### src/rtl/core/mbrq_pkg.sv
// Shared types and constants of the multi-channel byte ring queue.
`default_nettype none

package mbrq_pkg;

    localparam int CHANNELS_DEF  = 4;
    localparam int BUF_DEPTH_DEF = 64;

    localparam int NUM_CFG   = 4;
    localparam int CFG_W     = 7;
    localparam int CFG_IDX_W = 2;
    localparam int DATA_W    = 8;
    localparam int LEN_W     = 7;
    localparam int CH_FLD_W  = 2;
    localparam int CNT_W     = 7;

    typedef enum logic [1:0] {
        OP_PUSH  = 2'd0,
        OP_POP   = 2'd1,
        OP_CLEAR = 2'd2,
        OP_QUERY = 2'd3
    } opcode_t;

    typedef enum logic [1:0] {
        ST_OK        = 2'd0,
        ST_REFUSED   = 2'd1,
        ST_NOT_SETUP = 2'd2
    } status_t;

    typedef enum logic [0:0] {
        S_IDLE = 1'b0,
        S_POP  = 1'b1
    } state_t;

    typedef struct packed {
        opcode_t              opcode;
        logic [CH_FLD_W-1:0]  channel;
        logic [DATA_W-1:0]    data_in;
        logic [LEN_W-1:0]     run_length;
        logic                 run_first;
    } in_item_t;

    typedef struct packed {
        status_t              status;
        logic [DATA_W-1:0]    data_out;
        logic                 last;
        logic [CNT_W-1:0]     popped_count;
        logic [CNT_W-1:0]     fill_count;
        logic                 is_empty;
        logic                 is_full;
    } out_item_t;

endpackage

`default_nettype wire

### src/rtl/core/mbrq_stream_if.sv
// Valid/ready stream interface carrying one item per handshake.
`default_nettype none

interface mbrq_stream_if #(
    parameter type item_t = logic
);
    logic  valid;
    logic  ready;
    item_t payload;

    modport source (output valid, output payload, input ready);
    modport sink   (input valid, input payload, output ready);
endinterface

`default_nettype wire

### src/rtl/core/mbrq_ram.sv
// Generic single-write, single-read RAM with registered read data.
`default_nettype none

module mbrq_ram #(
    parameter int WIDTH = 8,
    parameter int DEPTH = 256
) (
    input  wire logic                     clk,
    input  wire logic                     wr_en,
    input  wire logic [$clog2(DEPTH)-1:0] wr_addr,
    input  wire logic [WIDTH-1:0]         wr_data,
    input  wire logic                     rd_en,
    input  wire logic [$clog2(DEPTH)-1:0] rd_addr,
    output logic      [WIDTH-1:0]         rd_data
);

    logic [WIDTH-1:0] mem [DEPTH];

    always_ff @(posedge clk)
    begin
        if (wr_en)
        begin
            mem[wr_addr] <= wr_data;
        end
        if (rd_en)
        begin
            rd_data <= mem[rd_addr];
        end
    end

endmodule

`default_nettype wire

### src/rtl/core/multi_channel_byte_ring_queue.sv
// Top level: per-channel byte FIFOs sharing one ring RAM.
// Push, clear and query items, and pops that move no byte, give one registered result;
// such items can be accepted every cycle while the result slot drains.
// A pop of n bytes closes the input until its last byte reaches the result slot; bytes
// leave one per cycle while the slot drains, via the single RAM read port's register.
// Reset (async, active low) zeroes all capacities and empties every channel;
// the ring RAM is not cleared and needs no clearing pass.
`default_nettype none

module multi_channel_byte_ring_queue #(
    parameter int CHANNELS  = mbrq_pkg::CHANNELS_DEF,
    parameter int BUF_DEPTH = mbrq_pkg::BUF_DEPTH_DEF
) (
    input  wire logic                             clk,
    input  wire logic                             rst_n,
    mbrq_stream_if.sink                           cmd,
    mbrq_stream_if.source                         result,
    input  wire logic                             cfg_wr_en,
    input  wire logic [mbrq_pkg::CFG_IDX_W-1:0]   cfg_index,
    input  wire logic [mbrq_pkg::CFG_W-1:0]       cfg_wdata
);

    localparam int CH_W      = (CHANNELS > 1) ? $clog2(CHANNELS) : 1;
    localparam int IDX_W     = $clog2(BUF_DEPTH);
    localparam int FILL_W    = $clog2(BUF_DEPTH + 1);
    localparam int RAM_DEPTH = CHANNELS * BUF_DEPTH;
    localparam int ADDR_W    = $clog2(RAM_DEPTH);
    localparam int LEN_W     = mbrq_pkg::LEN_W;
    localparam int CNT_W     = mbrq_pkg::CNT_W;

    // ---------------------------------------------------------------- helpers
    function automatic logic [IDX_W-1:0] wrap_inc(input logic [IDX_W-1:0] idx,
                                                  input logic [FILL_W-1:0] capv);
        logic [FILL_W:0] n;
        n = (FILL_W+1)'(idx) + 1'b1;
        return (n >= (FILL_W+1)'(capv)) ? '0 : IDX_W'(n);
    endfunction

    function automatic logic [ADDR_W-1:0] slot_addr(input logic [CH_W-1:0] c,
                                                   input logic [IDX_W-1:0] i);
        return ADDR_W'(c) * ADDR_W'(BUF_DEPTH) + ADDR_W'(i);
    endfunction

    // ---------------------------------------------------------------- state
    mbrq_pkg::state_t state_reg, state_next;

    logic [mbrq_pkg::CFG_W-1:0] capacity_reg [mbrq_pkg::NUM_CFG];
    logic [mbrq_pkg::CFG_W-1:0] capacity_next [mbrq_pkg::NUM_CFG];
    logic [IDX_W-1:0]  rd_idx_reg  [CHANNELS];
    logic [IDX_W-1:0]  rd_idx_next [CHANNELS];
    logic [IDX_W-1:0]  wr_idx_reg  [CHANNELS];
    logic [IDX_W-1:0]  wr_idx_next [CHANNELS];
    logic [FILL_W-1:0] fill_reg    [CHANNELS];
    logic [FILL_W-1:0] fill_next   [CHANNELS];
    logic              run_acc_reg  [CHANNELS];
    logic              run_acc_next [CHANNELS];

    logic [CH_W-1:0]   pop_ch_reg,   pop_ch_next;
    logic [IDX_W-1:0]  pop_ptr_reg,  pop_ptr_next;
    logic [FILL_W-1:0] pop_cap_reg,  pop_cap_next;
    logic [FILL_W-1:0] pop_left_reg, pop_left_next;
    logic [FILL_W-1:0] pop_cnt_reg,  pop_cnt_next;
    logic [FILL_W-1:0] pop_fill_reg, pop_fill_next;
    logic              pend_reg,      pend_next;
    logic              pend_last_reg, pend_last_next;

    logic                out_valid_reg, out_valid_next;
    mbrq_pkg::out_item_t out_item_reg,  out_item_next;

    // ---------------------------------------------------------------- decode
    logic                       in_acc;
    logic                       ch_ok;
    logic [CH_W-1:0]            ci;
    logic [mbrq_pkg::CFG_W-1:0] cap_raw;
    logic [FILL_W-1:0]          cap;
    logic [FILL_W-1:0]          cur_fill;
    logic [IDX_W-1:0]           cur_rd;
    logic [IDX_W-1:0]           cur_wr;
    logic                       cur_acc;
    logic [LEN_W:0]             room_sum;
    logic [FILL_W:0]            rd_sum;
    logic [IDX_W-1:0]           rd_end;

    mbrq_pkg::status_t   dec_status;
    logic [FILL_W-1:0]   dec_fill;
    logic [FILL_W-1:0]   dec_cnt;
    logic                dec_store;
    logic                dec_acc_wr;
    logic                dec_acc_val;
    logic                dec_clear;
    logic                dec_pop_go;
    mbrq_pkg::out_item_t dec_res;

    logic                move;
    logic                issue;
    logic [mbrq_pkg::DATA_W-1:0] ram_rd_data;

    assign in_acc  = cmd.valid && cmd.ready;
    assign ch_ok   = (32'(cmd.payload.channel) < CHANNELS);
    assign ci      = ch_ok ? CH_W'(cmd.payload.channel) : '0;
    assign cap_raw = capacity_reg[cmd.payload.channel];
    assign cap     = !ch_ok ? '0 :
                     (cap_raw > mbrq_pkg::CFG_W'(BUF_DEPTH)) ? FILL_W'(BUF_DEPTH) :
                     FILL_W'(cap_raw);
    assign cur_fill = fill_reg[ci];
    assign cur_rd   = rd_idx_reg[ci];
    assign cur_wr   = wr_idx_reg[ci];
    assign cur_acc  = run_acc_reg[ci];
    assign room_sum = (LEN_W+1)'(cmd.payload.run_length) + (LEN_W+1)'(cur_fill);

    always_comb
    begin
        dec_status  = mbrq_pkg::ST_OK;
        dec_fill    = cur_fill;
        dec_cnt     = cur_fill;
        dec_store   = 1'b0;
        dec_acc_wr  = 1'b0;
        dec_acc_val = 1'b0;
        dec_clear   = 1'b0;
        dec_pop_go  = 1'b0;
        case (cmd.payload.opcode)
            mbrq_pkg::OP_CLEAR:
            begin
                dec_fill = '0;
                if (ch_ok)
                begin
                    dec_clear = 1'b1;
                end
                else
                begin
                    dec_status = mbrq_pkg::ST_NOT_SETUP;
                end
            end
            mbrq_pkg::OP_PUSH:
            begin
                if (cap == '0)
                begin
                    dec_status = mbrq_pkg::ST_NOT_SETUP;
                    dec_fill   = '0;
                end
                else if (cmd.payload.run_first)
                begin
                    // check room for the whole run on its first byte
                    dec_acc_wr = 1'b1;
                    if (cmd.payload.run_length != '0 && room_sum <= (LEN_W+1)'(cap))
                    begin
                        dec_acc_val = 1'b1;
                        dec_store   = 1'b1;
                    end
                    else
                    begin
                        dec_status = mbrq_pkg::ST_REFUSED;
                    end
                end
                else if (cur_acc)
                begin
                    if (cur_fill < cap)
                    begin
                        dec_store = 1'b1;
                    end
                    else
                    begin
                        dec_acc_wr = 1'b1;
                        dec_status = mbrq_pkg::ST_REFUSED;
                    end
                end
                else
                begin
                    dec_status = mbrq_pkg::ST_REFUSED;
                end
                if (dec_store)
                begin
                    dec_fill = cur_fill + 1'b1;
                end
            end
            mbrq_pkg::OP_POP:
            begin
                if (cap == '0)
                begin
                    dec_status = mbrq_pkg::ST_NOT_SETUP;
                    dec_fill   = '0;
                end
                else if (cmd.payload.run_length == '0)
                begin
                    dec_cnt    = cur_fill;
                    dec_pop_go = (cur_fill != '0);
                end
                else if (cmd.payload.run_length <= LEN_W'(cur_fill))
                begin
                    dec_cnt    = FILL_W'(cmd.payload.run_length);
                    dec_pop_go = 1'b1;
                end
                else
                begin
                    dec_status = mbrq_pkg::ST_REFUSED;
                end
                if (dec_pop_go)
                begin
                    dec_fill = cur_fill - dec_cnt;
                end
            end
            mbrq_pkg::OP_QUERY:
            begin
                if (cap == '0)
                begin
                    dec_status = mbrq_pkg::ST_NOT_SETUP;
                    dec_fill   = '0;
                end
            end
            default:
            begin
                dec_status = mbrq_pkg::ST_OK;
            end
        endcase
    end

    // read index after the whole pop, wrapped at the capacity
    assign rd_sum = (FILL_W+1)'(cur_rd) + (FILL_W+1)'(dec_cnt);
    assign rd_end = (rd_sum >= (FILL_W+1)'(cap)) ? IDX_W'(rd_sum - (FILL_W+1)'(cap))
                                                 : IDX_W'(rd_sum);

    always_comb
    begin
        dec_res.status       = dec_status;
        dec_res.data_out     = '0;
        dec_res.last         = 1'b1;
        dec_res.popped_count = '0;
        dec_res.fill_count   = CNT_W'(dec_fill);
        dec_res.is_empty     = (dec_fill == '0);
        dec_res.is_full      = (cap != '0) && (dec_fill == cap);
    end

    // ---------------------------------------------------------------- channel table
    always_comb
    begin
        capacity_next = capacity_reg;
        rd_idx_next   = rd_idx_reg;
        wr_idx_next   = wr_idx_reg;
        fill_next     = fill_reg;
        run_acc_next  = run_acc_reg;
        if (cfg_wr_en)
        begin
            capacity_next[cfg_index] = cfg_wdata;
            if (32'(cfg_index) < CHANNELS)
            begin
                rd_idx_next[CH_W'(cfg_index)]  = '0;
                wr_idx_next[CH_W'(cfg_index)]  = '0;
                fill_next[CH_W'(cfg_index)]    = '0;
                run_acc_next[CH_W'(cfg_index)] = 1'b0;
            end
        end
        if (in_acc)
        begin
            if (dec_clear)
            begin
                rd_idx_next[ci]  = '0;
                wr_idx_next[ci]  = '0;
                fill_next[ci]    = '0;
                run_acc_next[ci] = 1'b0;
            end
            if (dec_acc_wr)
            begin
                run_acc_next[ci] = dec_acc_val;
            end
            if (dec_store)
            begin
                wr_idx_next[ci] = wrap_inc(cur_wr, cap);
                fill_next[ci]   = dec_fill;
            end
            if (dec_pop_go)
            begin
                rd_idx_next[ci] = rd_end;
                fill_next[ci]   = dec_fill;
            end
        end
    end

    always_ff @(posedge clk or negedge rst_n)
    begin
        if (!rst_n)
        begin
            for (int i = 0; i < mbrq_pkg::NUM_CFG; i++)
            begin
                capacity_reg[i] <= '0;
            end
            for (int i = 0; i < CHANNELS; i++)
            begin
                rd_idx_reg[i]  <= '0;
                wr_idx_reg[i]  <= '0;
                fill_reg[i]    <= '0;
                run_acc_reg[i] <= 1'b0;
            end
        end
        else
        begin
            capacity_reg <= capacity_next;
            rd_idx_reg   <= rd_idx_next;
            wr_idx_reg   <= wr_idx_next;
            fill_reg     <= fill_next;
            run_acc_reg  <= run_acc_next;
        end
    end

    // ---------------------------------------------------------------- ring RAM
    mbrq_ram #(
        .WIDTH (mbrq_pkg::DATA_W),
        .DEPTH (RAM_DEPTH)
    ) u_ring (
        .clk     (clk),
        .wr_en   (in_acc && dec_store),
        .wr_addr (slot_addr(ci, cur_wr)),
        .wr_data (cmd.payload.data_in),
        .rd_en   (issue),
        .rd_addr (slot_addr(pop_ch_reg, pop_ptr_reg)),
        .rd_data (ram_rd_data)
    );

    // ---------------------------------------------------------------- sequencer
    always_comb
    begin
        state_next = state_reg;
        case (state_reg)
            mbrq_pkg::S_IDLE:
            begin
                if (in_acc && dec_pop_go)
                begin
                    state_next = mbrq_pkg::S_POP;
                end
            end
            mbrq_pkg::S_POP:
            begin
                if (pop_left_reg == '0 && move)
                begin
                    state_next = mbrq_pkg::S_IDLE;
                end
            end
            default:
            begin
                state_next = mbrq_pkg::S_IDLE;
            end
        endcase
    end

    always_comb
    begin
        cmd.ready = 1'b0;
        issue     = 1'b0;
        // a pending RAM byte moves once the result slot is free
        move      = pend_reg && (!out_valid_reg || result.ready);
        case (state_reg)
            mbrq_pkg::S_IDLE:
            begin
                cmd.ready = !out_valid_reg || result.ready;
            end
            mbrq_pkg::S_POP:
            begin
                issue = (pop_left_reg != '0) && (!pend_reg || move);
            end
            default:
            begin
                cmd.ready = 1'b0;
            end
        endcase
    end

    always_comb
    begin
        pop_ch_next    = pop_ch_reg;
        pop_ptr_next   = pop_ptr_reg;
        pop_cap_next   = pop_cap_reg;
        pop_left_next  = pop_left_reg;
        pop_cnt_next   = pop_cnt_reg;
        pop_fill_next  = pop_fill_reg;
        pend_next      = pend_reg;
        pend_last_next = pend_last_reg;
        if (in_acc && dec_pop_go)
        begin
            pop_ch_next   = ci;
            pop_ptr_next  = cur_rd;
            pop_cap_next  = cap;
            pop_left_next = dec_cnt;
            pop_cnt_next  = dec_cnt;
            pop_fill_next = dec_fill;
        end
        else if (issue)
        begin
            pop_ptr_next  = wrap_inc(pop_ptr_reg, pop_cap_reg);
            pop_left_next = pop_left_reg - 1'b1;
        end
        if (issue)
        begin
            pend_next      = 1'b1;
            pend_last_next = (pop_left_reg == FILL_W'(1));
        end
        else if (move)
        begin
            pend_next = 1'b0;
        end
    end

    // ---------------------------------------------------------------- result slot
    always_comb
    begin
        out_valid_next = out_valid_reg;
        out_item_next  = out_item_reg;
        if (in_acc && !dec_pop_go)
        begin
            out_valid_next = 1'b1;
            out_item_next  = dec_res;
        end
        else if (move)
        begin
            out_valid_next             = 1'b1;
            out_item_next.status       = mbrq_pkg::ST_OK;
            out_item_next.data_out     = ram_rd_data;
            out_item_next.last         = pend_last_reg;
            out_item_next.popped_count = pend_last_reg ? CNT_W'(pop_cnt_reg) : '0;
            out_item_next.fill_count   = CNT_W'(pop_fill_reg);
            out_item_next.is_empty     = (pop_fill_reg == '0);
            out_item_next.is_full      = (pop_cap_reg != '0) && (pop_fill_reg == pop_cap_reg);
        end
        else if (result.ready)
        begin
            out_valid_next = 1'b0;
        end
    end

    assign result.valid   = out_valid_reg;
    assign result.payload = out_item_reg;

    always_ff @(posedge clk or negedge rst_n)
    begin
        if (!rst_n)
        begin
            state_reg     <= mbrq_pkg::S_IDLE;
            pop_left_reg  <= '0;
            pend_reg      <= 1'b0;
            pend_last_reg <= 1'b0;
            out_valid_reg <= 1'b0;
        end
        else
        begin
            state_reg     <= state_next;
            pop_left_reg  <= pop_left_next;
            pend_reg      <= pend_next;
            pend_last_reg <= pend_last_next;
            out_valid_reg <= out_valid_next;
        end
    end

    always_ff @(posedge clk)
    begin
        pop_ch_reg   <= pop_ch_next;
        pop_ptr_reg  <= pop_ptr_next;
        pop_cap_reg  <= pop_cap_next;
        pop_cnt_reg  <= pop_cnt_next;
        pop_fill_reg <= pop_fill_next;
        out_item_reg <= out_item_next;
    end

    // ---------------------------------------------------------------- checks
    a_pend_only_in_pop: assert property (@(posedge clk) disable iff (!rst_n)
        pend_reg |-> state_reg == mbrq_pkg::S_POP)
        else $error("RAM byte pending outside a pop");

    a_pop_starts_nonempty: assert property (@(posedge clk) disable iff (!rst_n)
        (state_reg == mbrq_pkg::S_POP && $past(state_reg) == mbrq_pkg::S_IDLE)
        |-> pop_left_reg != '0)
        else $error("pop entered with nothing to read");

    a_drain_has_byte: assert property (@(posedge clk) disable iff (!rst_n)
        (state_reg == mbrq_pkg::S_POP && pop_left_reg == '0) |-> pend_reg)
        else $error("pop stalled with no byte in flight");

    a_last_after_reads: assert property (@(posedge clk) disable iff (!rst_n)
        (move && pend_last_reg) |-> pop_left_reg == '0)
        else $error("last byte delivered while reads remain");

endmodule

`default_nettype wire

### src/flat_wrapper.sv
// flat-port wrapper written by rule: the top's interface ports become plain ports
module multi_channel_byte_ring_queue_flat 
#(
    parameter int CHANNELS  = mbrq_pkg::CHANNELS_DEF,
    parameter int BUF_DEPTH = mbrq_pkg::BUF_DEPTH_DEF
)
  (clk, rst_n, cfg_wr_en, cfg_index, cfg_wdata, cmd_valid, cmd_payload, cmd_ready, result_valid, result_payload, result_ready);
  mbrq_stream_if #(.item_t(mbrq_pkg::in_item_t)) cmd_i ();
  mbrq_stream_if #(.item_t(mbrq_pkg::out_item_t)) result_i ();
  input  wire logic clk;
  input  wire logic rst_n;
  input  wire logic cfg_wr_en;
  input  wire logic [mbrq_pkg::CFG_IDX_W-1:0] cfg_index;
  input  wire logic [mbrq_pkg::CFG_W-1:0] cfg_wdata;
  input wire logic [$bits(cmd_i.valid)-1:0] cmd_valid;
  input wire logic [$bits(cmd_i.payload)-1:0] cmd_payload;
  output wire logic [$bits(cmd_i.ready)-1:0] cmd_ready;
  output wire logic [$bits(result_i.valid)-1:0] result_valid;
  output wire logic [$bits(result_i.payload)-1:0] result_payload;
  input wire logic [$bits(result_i.ready)-1:0] result_ready;
  assign cmd_i.valid = cmd_valid;
  assign cmd_i.payload = cmd_payload;
  assign cmd_ready = cmd_i.ready;
  assign result_valid = result_i.valid;
  assign result_payload = result_i.payload;
  assign result_i.ready = result_ready;
  multi_channel_byte_ring_queue #(.CHANNELS(CHANNELS), .BUF_DEPTH(BUF_DEPTH)) u_core (.clk(clk), .rst_n(rst_n), .cmd(cmd_i), .result(result_i), .cfg_wr_en(cfg_wr_en), .cfg_index(cfg_index), .cfg_wdata(cfg_wdata));
endmodule
### config.mk
export PLATFORM = sky130hd
export DESIGN_NAME = multi_channel_byte_ring_queue_flat
export DESIGN_NICKNAME = d
export VERILOG_FILES = /design/src/rtl/core/mbrq_pkg.sv /design/src/rtl/core/mbrq_stream_if.sv /design/src/rtl/core/mbrq_ram.sv /design/src/rtl/core/multi_channel_byte_ring_queue.sv /design/src/flat_wrapper.sv
export SDC_FILE = /design/constraint.sdc
export NUM_CORES = 2
export LEC_CHECK = 0
export ABC_AREA = 1
export ABC_CLOCK_PERIOD_IN_PS = 6700
export BUFFER_PORTS_ARGS = -buffer_cell sky130_fd_sc_hd__buf_2
export CAP_MARGIN = 20
export CORE_UTILIZATION = 60
export DETAILED_ROUTE_END_ITERATION = 10
export HOLD_SLACK_MARGIN = 0.1
export PLACE_DENSITY = 0.77
export SLEW_MARGIN = 20
export SYNTH_ARGS = -nofsm -noshare
export SYNTH_HDL_FRONTEND = slang
export SYNTH_HIERARCHICAL = 1
export SYNTH_SLANG_ARGS = --single-unit
### constraint.sdc
create_clock -name clk -period 6.7 [get_ports clk]
set_input_delay 0 -clock clk [delete_from_list [all_inputs] [get_ports clk]]
set_output_delay 0 -clock clk [all_outputs]
set_load 0.01 [all_outputs]
After elaboration in Yosys (flattened, before gate mapping)
Memories as Yosys holds them, arrays and structs flattened. A register that Yosys moved wholly into a read port is not among the register bits.
Cells that the tools add are included.

word-level totals
  register bits after elaboration = 175
  bits in latches = 0
  memory bits (writable) = 2048
  ROM bits = 0
  output and inout bits = 29
  word-level logic and storage cells = 232
  memories = 1

operators by class
  add/sub/neg operators = 10
  $mul = 0
  divide/modulo/power cells = 0
  $lt $le $gt $ge = 11
  equal/unequal tests = 6
  shift-type cells = 0
  multiplexer cells = 118
  bitwise logic cells = 17
  reductions and logical operators = 32

memory list
  name               words  bits a word  rd ports  clocked after memory_dff  wr ports  line            text
  u_core.u_ring.mem  256    8            1         1                         1         mbrq_ram.sv:17  logic [WIDTH-1:0] mem [DEPTH];

operators with widths
  cell                                                           count
  24-bit 2-to-1 mux                                              10
  28-bit 2-to-1 mux                                              7
  7-bit 2-to-1 mux                                               18
  24-bit AND                                                     4
  28-bit bitwise mux                                             3
  6-bit 2-to-1 mux                                               11
  28-bit AND                                                     2
  28-bit NOT                                                     2
  27-bit 2-to-1 mux                                              2
  24-bit bitwise mux                                             2
  24-bit NOT                                                     2
  1-bit 2-to-1 mux                                               40
  7-bit zero test                                                5
  7-bit nonzero test                                             5
  7-bit binary-select mux with 2-bit select                      2
  7-bit demux with 2-bit select                                  2
  7-bit case mux with 4 select lines                             1
  6-bit binary-select mux with 2-bit select                      2
  6-bit demux with 2-bit select                                  2
  4-bit 2-to-1 mux                                               5
  8-bit by 6-bit adder with 8-bit output                         2
  8-bit by 7-bit greater-or-equal comparator with 1-bit output   2
  6-bit by 1-bit adder with 7-bit output, second input constant  2
  7-bit equality test                                            2
  32 further kinds                                               59

Logic depth before layout (Yosys ltp)
  word-level depth = 20
  depth in mapped cells = 41

By module
Netlist, hierarchy kept.

modules (own cells, without submodules)
  module                         times used  cells each  area an instance (um^2)  seq. area each (um^2)
  mbrq_ram                       1           7003        83476.3                  61739.2
  multi_channel_byte_ring_queue  1           1737        12368.1                  4499.3

Least setup slack after synthesis
Ideal clock, no wire load.

  path kind = input port to flip-flop
  start point = in cmd_payload[17]
  end point = mem u_core.u_ring.mem[162][0], enable pin
  library setup time = 0.370 ns
  data arrival time = 4.866 ns
  path slack = 1.463 ns
  cell stages on the path = 27
  buffers on the path = 4
  cell sequence = buf_2 > nor2_2 > inv_2 > o21ai_0 > nor2_2 > inv_1 > ha_1 > inv_1 > fa_1 > o31ai_1 > a21o_1 > a21oi_1 > xor2_1 > ha_1 > nand3_1 > o21ai_0 > nand3_1 > nand2_1 > nand2_1 > nor2_2 > inv_2 > clkbuf_1 > nor2_1 > clkbuf_1 > nand3_1 > clkbuf_1 > nor2_1

on the way
  longest elaborated chain between the ends = 16

ends and longest elaborated chain
  what                                                                                                 line                                                                        text
  from (decl)                                                                                          flat_wrapper.sv:16                                                          input wire logic [$bits(cmd_i.payload)-1:0] cmd_payload;
  2-bit NOT with 3-bit output (implied by the code)                                                    n/a
  7-bit binary-select mux with 2-bit select                                                            multi_channel_byte_ring_queue.sv:101                                        assign cap_raw = capacity_reg[cmd.payload.channel];
  7-bit 2-to-1 mux (implied by the code) (2 in series)                                                 multi_channel_byte_ring_queue.sv:101
  7-bit greater-than comparator                                                                        multi_channel_byte_ring_queue.sv:103                                        (cap_raw > mbrq_pkg::CFG_W'(BUF_DEPTH)) ? FILL_W'(BUF_DEPTH) :
  7-bit 2-to-1 mux                                                                                     multi_channel_byte_ring_queue.sv:103
  7-bit less-than comparator / 8-bit by 7-bit <= comparator with 1-bit output (equally long branches)  multi_channel_byte_ring_queue.sv:157, multi_channel_byte_ring_queue.sv:145
  1-bit 2-to-1 mux / 1-bit logical AND (equally long branches)                                         multi_channel_byte_ring_queue.sv:157, multi_channel_byte_ring_queue.sv:145
  1-bit 2-to-1 mux, on equally long branches                                                           multi_channel_byte_ring_queue.sv:155, multi_channel_byte_ring_queue.sv:145
  1-bit 2-to-1 mux                                                                                     multi_channel_byte_ring_queue.sv:141                                        else if (cmd.payload.run_first)
  1-bit 2-to-1 mux                                                                                     multi_channel_byte_ring_queue.sv:136                                        if (cap == '0)
  1-bit 2-to-1 mux (2 in series)                                                                       multi_channel_byte_ring_queue.sv:121                                        case (cmd.payload.opcode)
  1-bit logical AND                                                                                    multi_channel_byte_ring_queue.sv:310                                        .wr_en (in_acc && dec_store),
  1-bit 2-to-1 mux                                                                                     mbrq_ram.sv:21                                                              if (wr_en)
  1-bit 2-to-1 mux (implied by the code)                                                               mbrq_ram.sv:23                                                              mem[wr_addr] <= wr_data;
  to (decl)                                                                                            mbrq_ram.sv:17

Several ways; a longest one is shown, not always the timed one. The select of a mux whose other input is x is not followed.

==> results by group <==
STA
  • Fmax: 159 MHz
  • WHS: 0.167 ns
  • Final Setup Violations: 0
  • Slew headroom: between 10% and 20%
  • Fin crit period: 6.27 ns
  • Clk_skew: 0.0538 ns
  • Hold Violations, Final: 0
  • Setup TNS: 0 ns
  • Setup ws final: 0.429 ns
  • Final Max Slew Viols: 0
  • Final Cycle Share: 93.6%
  • Slew @ Worst Pin: 1.19 ns
  • Unrepaired setup endpoints after global routing: no

Synthesis
  • Number of unique standard cell types used by synthesis: 59
  • Top post-synthesis cells by count: 2,581 x nand2_1, 2,164 x nand3_1, 2,096 x edfxtp_1
  • Flops & latches, synth: roughly 2.2k
  • Post-synth EDFFs: approximately 2.1k
  • Most common cell in the netlist: nand2_1
  • Share of synthesized flip-flops with an asynchronous set or reset: 5.33%
  • Yosys warning count: 6
  • Area leader, netlist: edfxtp_1
  • Synthesized cell area: 95,800 µm²
  • Mean area per synthesized cell: 11.0 µm²
  • Synth top area cells: edfxtp_1 66%, nand3_1 11%, nand2_1 10%, dfrtp_1 3.1%, nor2_1 1.6%
  • Post-synth net total: 8,843
  • Top-area cell type share of the netlist area: 65.7%
  • Top_reg_cell synth: edfxtp_1
  • Post-Synthesis Cells: ~8.7k
  • Post-synthesis sequential area ratio: 69.1%

Status
  • Status: completed

Placed design
  • GPL Wtd Cong: ~1
  • Port bufs: 62
  • Detailed-placement wirelength estimate: 151,000 µm
  • Placed Instances: 10.4k
  • Dpl ws: around 0.064 ns

Final layout
  • Share of layout cells above drive strength 1: 6.29%
  • Syn-to-layout area delta: 9.34%
  • Max reg flops: 2,048
  • Layout Cells excl Fill: 10.9k
  • Fin nets: 8,725

Setup path
  • Crit-path max cell delay: 0.53 ns
  • CP arrival: 6.99 ns
  • Critical Path Fanout Max: 17
  • Crit path launch type: primary input
  • Critical-path top delay cell: dlygate4sd3_1
  • RR Startpoint: u_core/fill_reg[9]
  • Worst Setup End Kind: flip-flop
  • R2r endpoint: u_core/rd_idx_reg[23]
  • Critical path class: in2reg
  • Most used cell, CP: inv_1
  • Required @ worst endpoint: 7.42 ns
  • Reg2reg setup slack: 0.55 ns
  • Reg2reg path depth: 30

Drt
  • Antenna viol nets, final: 0
  • Vias: 68.6k
  • Routed wire length: 261,000 µm
  • Iteration-0 DRC Markers: 11.0k
  • Drt pass-1 iters: 9
  • Routed len/inst: 24.0 µm
  • Via density per instance: 6.31
  • Residual DRC: 0

Power and ir drop
  • Power per cell area: ~400 nW/µm²
  • Clock power share: 28.1%
  • Seq pwr share: 37.1%
  • Max IR drop VDD: 0.000567 V
  • Combinational Power Share: 34.8%
  • Psw: 16,300 µW
  • Internal: 26,400 µW
  • Leak Pwr: 0.0378 µW
  • Switching share of total power: about two fifths

Clock network
  • Clock buffer depth: 3
  • CTS Root Cell: clkbuf_16
  • H-tree depth: 4
  • Num CTS Buffers: 210
  • Skew-Pair Late Insertion Delay: 0.88 ns
  • Clk slew on worst S/H paths: approximately 0.06 ns
  • CTS tree: yes
  • Clk sinks: 2,231

Global routing
  • First-pass GRT wire length: 387,000 µm
  • Initial antenna violation count: 8
  • Grt total ovfl: 0
  • Vias in the first global route: 64.6k
  • All-Layer GR Usage: 31.9%
  • Largest net degree at the start of global routing: about 210

Die
  • Die footprint: roughly 160,000 µm²
  • Die height: 402 µm
  • IO Pins: 63
  • CORE AREA: roughly 160,000 µm²
  • Die span in x: 402 µm
  • Cell Rows: 146
  • Initial Utilization: around three fifths

Hold path
  • Hold Path Sink: u_core/pop_ch_reg[1]
  • Hold path start: cmd_payload[17]
  • Worst hold stages: 2
  • Hold Crit Class: in2reg

Run
  • Max-cap viol count: 0
[how the worst max path moves through the flow]
stage | start | end | slack (ns) | cells after the start
after floorplan | cmd_payload[17] | u_core/u_ring/mem[162][0] | 1.46 | 27
after global placement | cmd_payload[17] | u_core/u_ring/mem[168][5] | 0.13 | 27
after detailed placement | cmd_payload[17] | u_core/u_ring/mem[162][1] | 0.06 | 27
after CTS | cmd_payload[17] | u_core/u_ring/mem[162][7] | 0.41 | 28
after global routing | cmd_payload[17] | u_core/rd_idx_reg[1] | 0.09 | 35
final | cmd_payload[17] | u_core/rd_idx_reg[23] | 0.43 | 32
[critical path, delay by kind of cell]
family	cells	cell delay, ns
adders and majority gates	3	1.26
and+or+nand+nor	11	1.54
xor gates and xnor gates	1	0.34
buffers and inverters	8	1.99
AOI/OAI and AO/OA	9	1.86
[power groups by stage]
| stage | Combinational [µW] | Clock [µW] | Sequential, µW |
|---|---|---|---|
| after global placement | 14000 | 0 | 16100 |
| after CTS | 14400 | 12100 | 15800 |
| after detailed placement | 14200 | 0 | 16100 |
| final | 14900 | 12000 | 15800 |
| after floorplan | 10100 | 0 | 16100 |
| after global routing | 16000 | 12600 | 15800 |
[kinds of logic after synthesis]
kind of cell / after synthesis / synth area share, %
AOI/OAI and AO/OA: 393 / 2.37
DFF: 2231 / 69.1
adders and majority gates: 69 / 0.932
and+or+nand+nor: 5238 / 23.6
buffers and inverters: 781 / 3.75
xor gates and xnor gates: 28 / 0.256
[through the flow]
| stage | util (%) | area [µm²] | total power (µW) |
|---|---|---|---|
| 4_1_cts | 66.0 | 105000 | 42200 |
| 2_1_floorplan | - | 95800 | 26200 |
| 6_report | 66.1 | 105000 | 42700 |
| 5_1_grt | 66.1 | 105000 | 44400 |
| 3_5_place_dp | 61.3 | 97200 | 30300 |
| 3_3_place_gp | 61.3 | 97200 | 30100 |
[metal layers]
metal	vias to the layer above	wire [µm]	track usage, %
met3	709	31900	6.83
li1	30500	-	-
met2	4698	121000	50.1
met5	-	42	0
met4	6	11100	14.0
met1	32700	96500	43.2
[layout by cell type (no fill, tap or decap), drive strengths merged, types with 16 or more instances in the layout]
| master | synthesis | routed |
|---|---|---|
| o21ai | 168 | 168 |
| ha | 65 | 65 |
| nand3 | 2169 | 2169 |
| edfxtp | 2096 | 2096 |
| buf | 390 | 176 |
| dfxtp | 16 | 16 |
| bufinv | 0 | 23 |
| xor2 | 23 | 23 |
| nor3 | 18 | 18 |
| clkinv | 5 | 94 |
| clkbuf | 166 | 252 |
| dfrtp | 119 | 119 |
| o31ai | 16 | 16 |
| nand4 | 24 | 24 |
| nand2 | 2587 | 2587 |
| dlygate4sd3 | 0 | 50 |
| o22ai | 21 | 21 |
| a21oi | 101 | 101 |
| inv | 220 | 227 |
| nor2 | 422 | 422 |
| a31oi | 19 | 19 |
[what timing repair did]
item | CTS | global route
buffers inserted | 0 | 0
hold buffers | 51 | 0
endpoints found under the hold margin | 1112 | 0
endpoints found under the setup margin | 0 | 128
gates resized for setup | 0 | 17
[final cells by class]
class	count	area, µm²
Timing Repair Buffer	226	2000
Sequential cell	2231	66200
Clock buffer	252	5510
Antenna cell	8	20.0
Clock inverter	133	1480
Inverter	225	878
Fill cell	11400	53800
Multi-Input combinational cell	5728	26100
Tap cell	2072	2590
No activity file was read; power rests on OpenSTA's default activity.
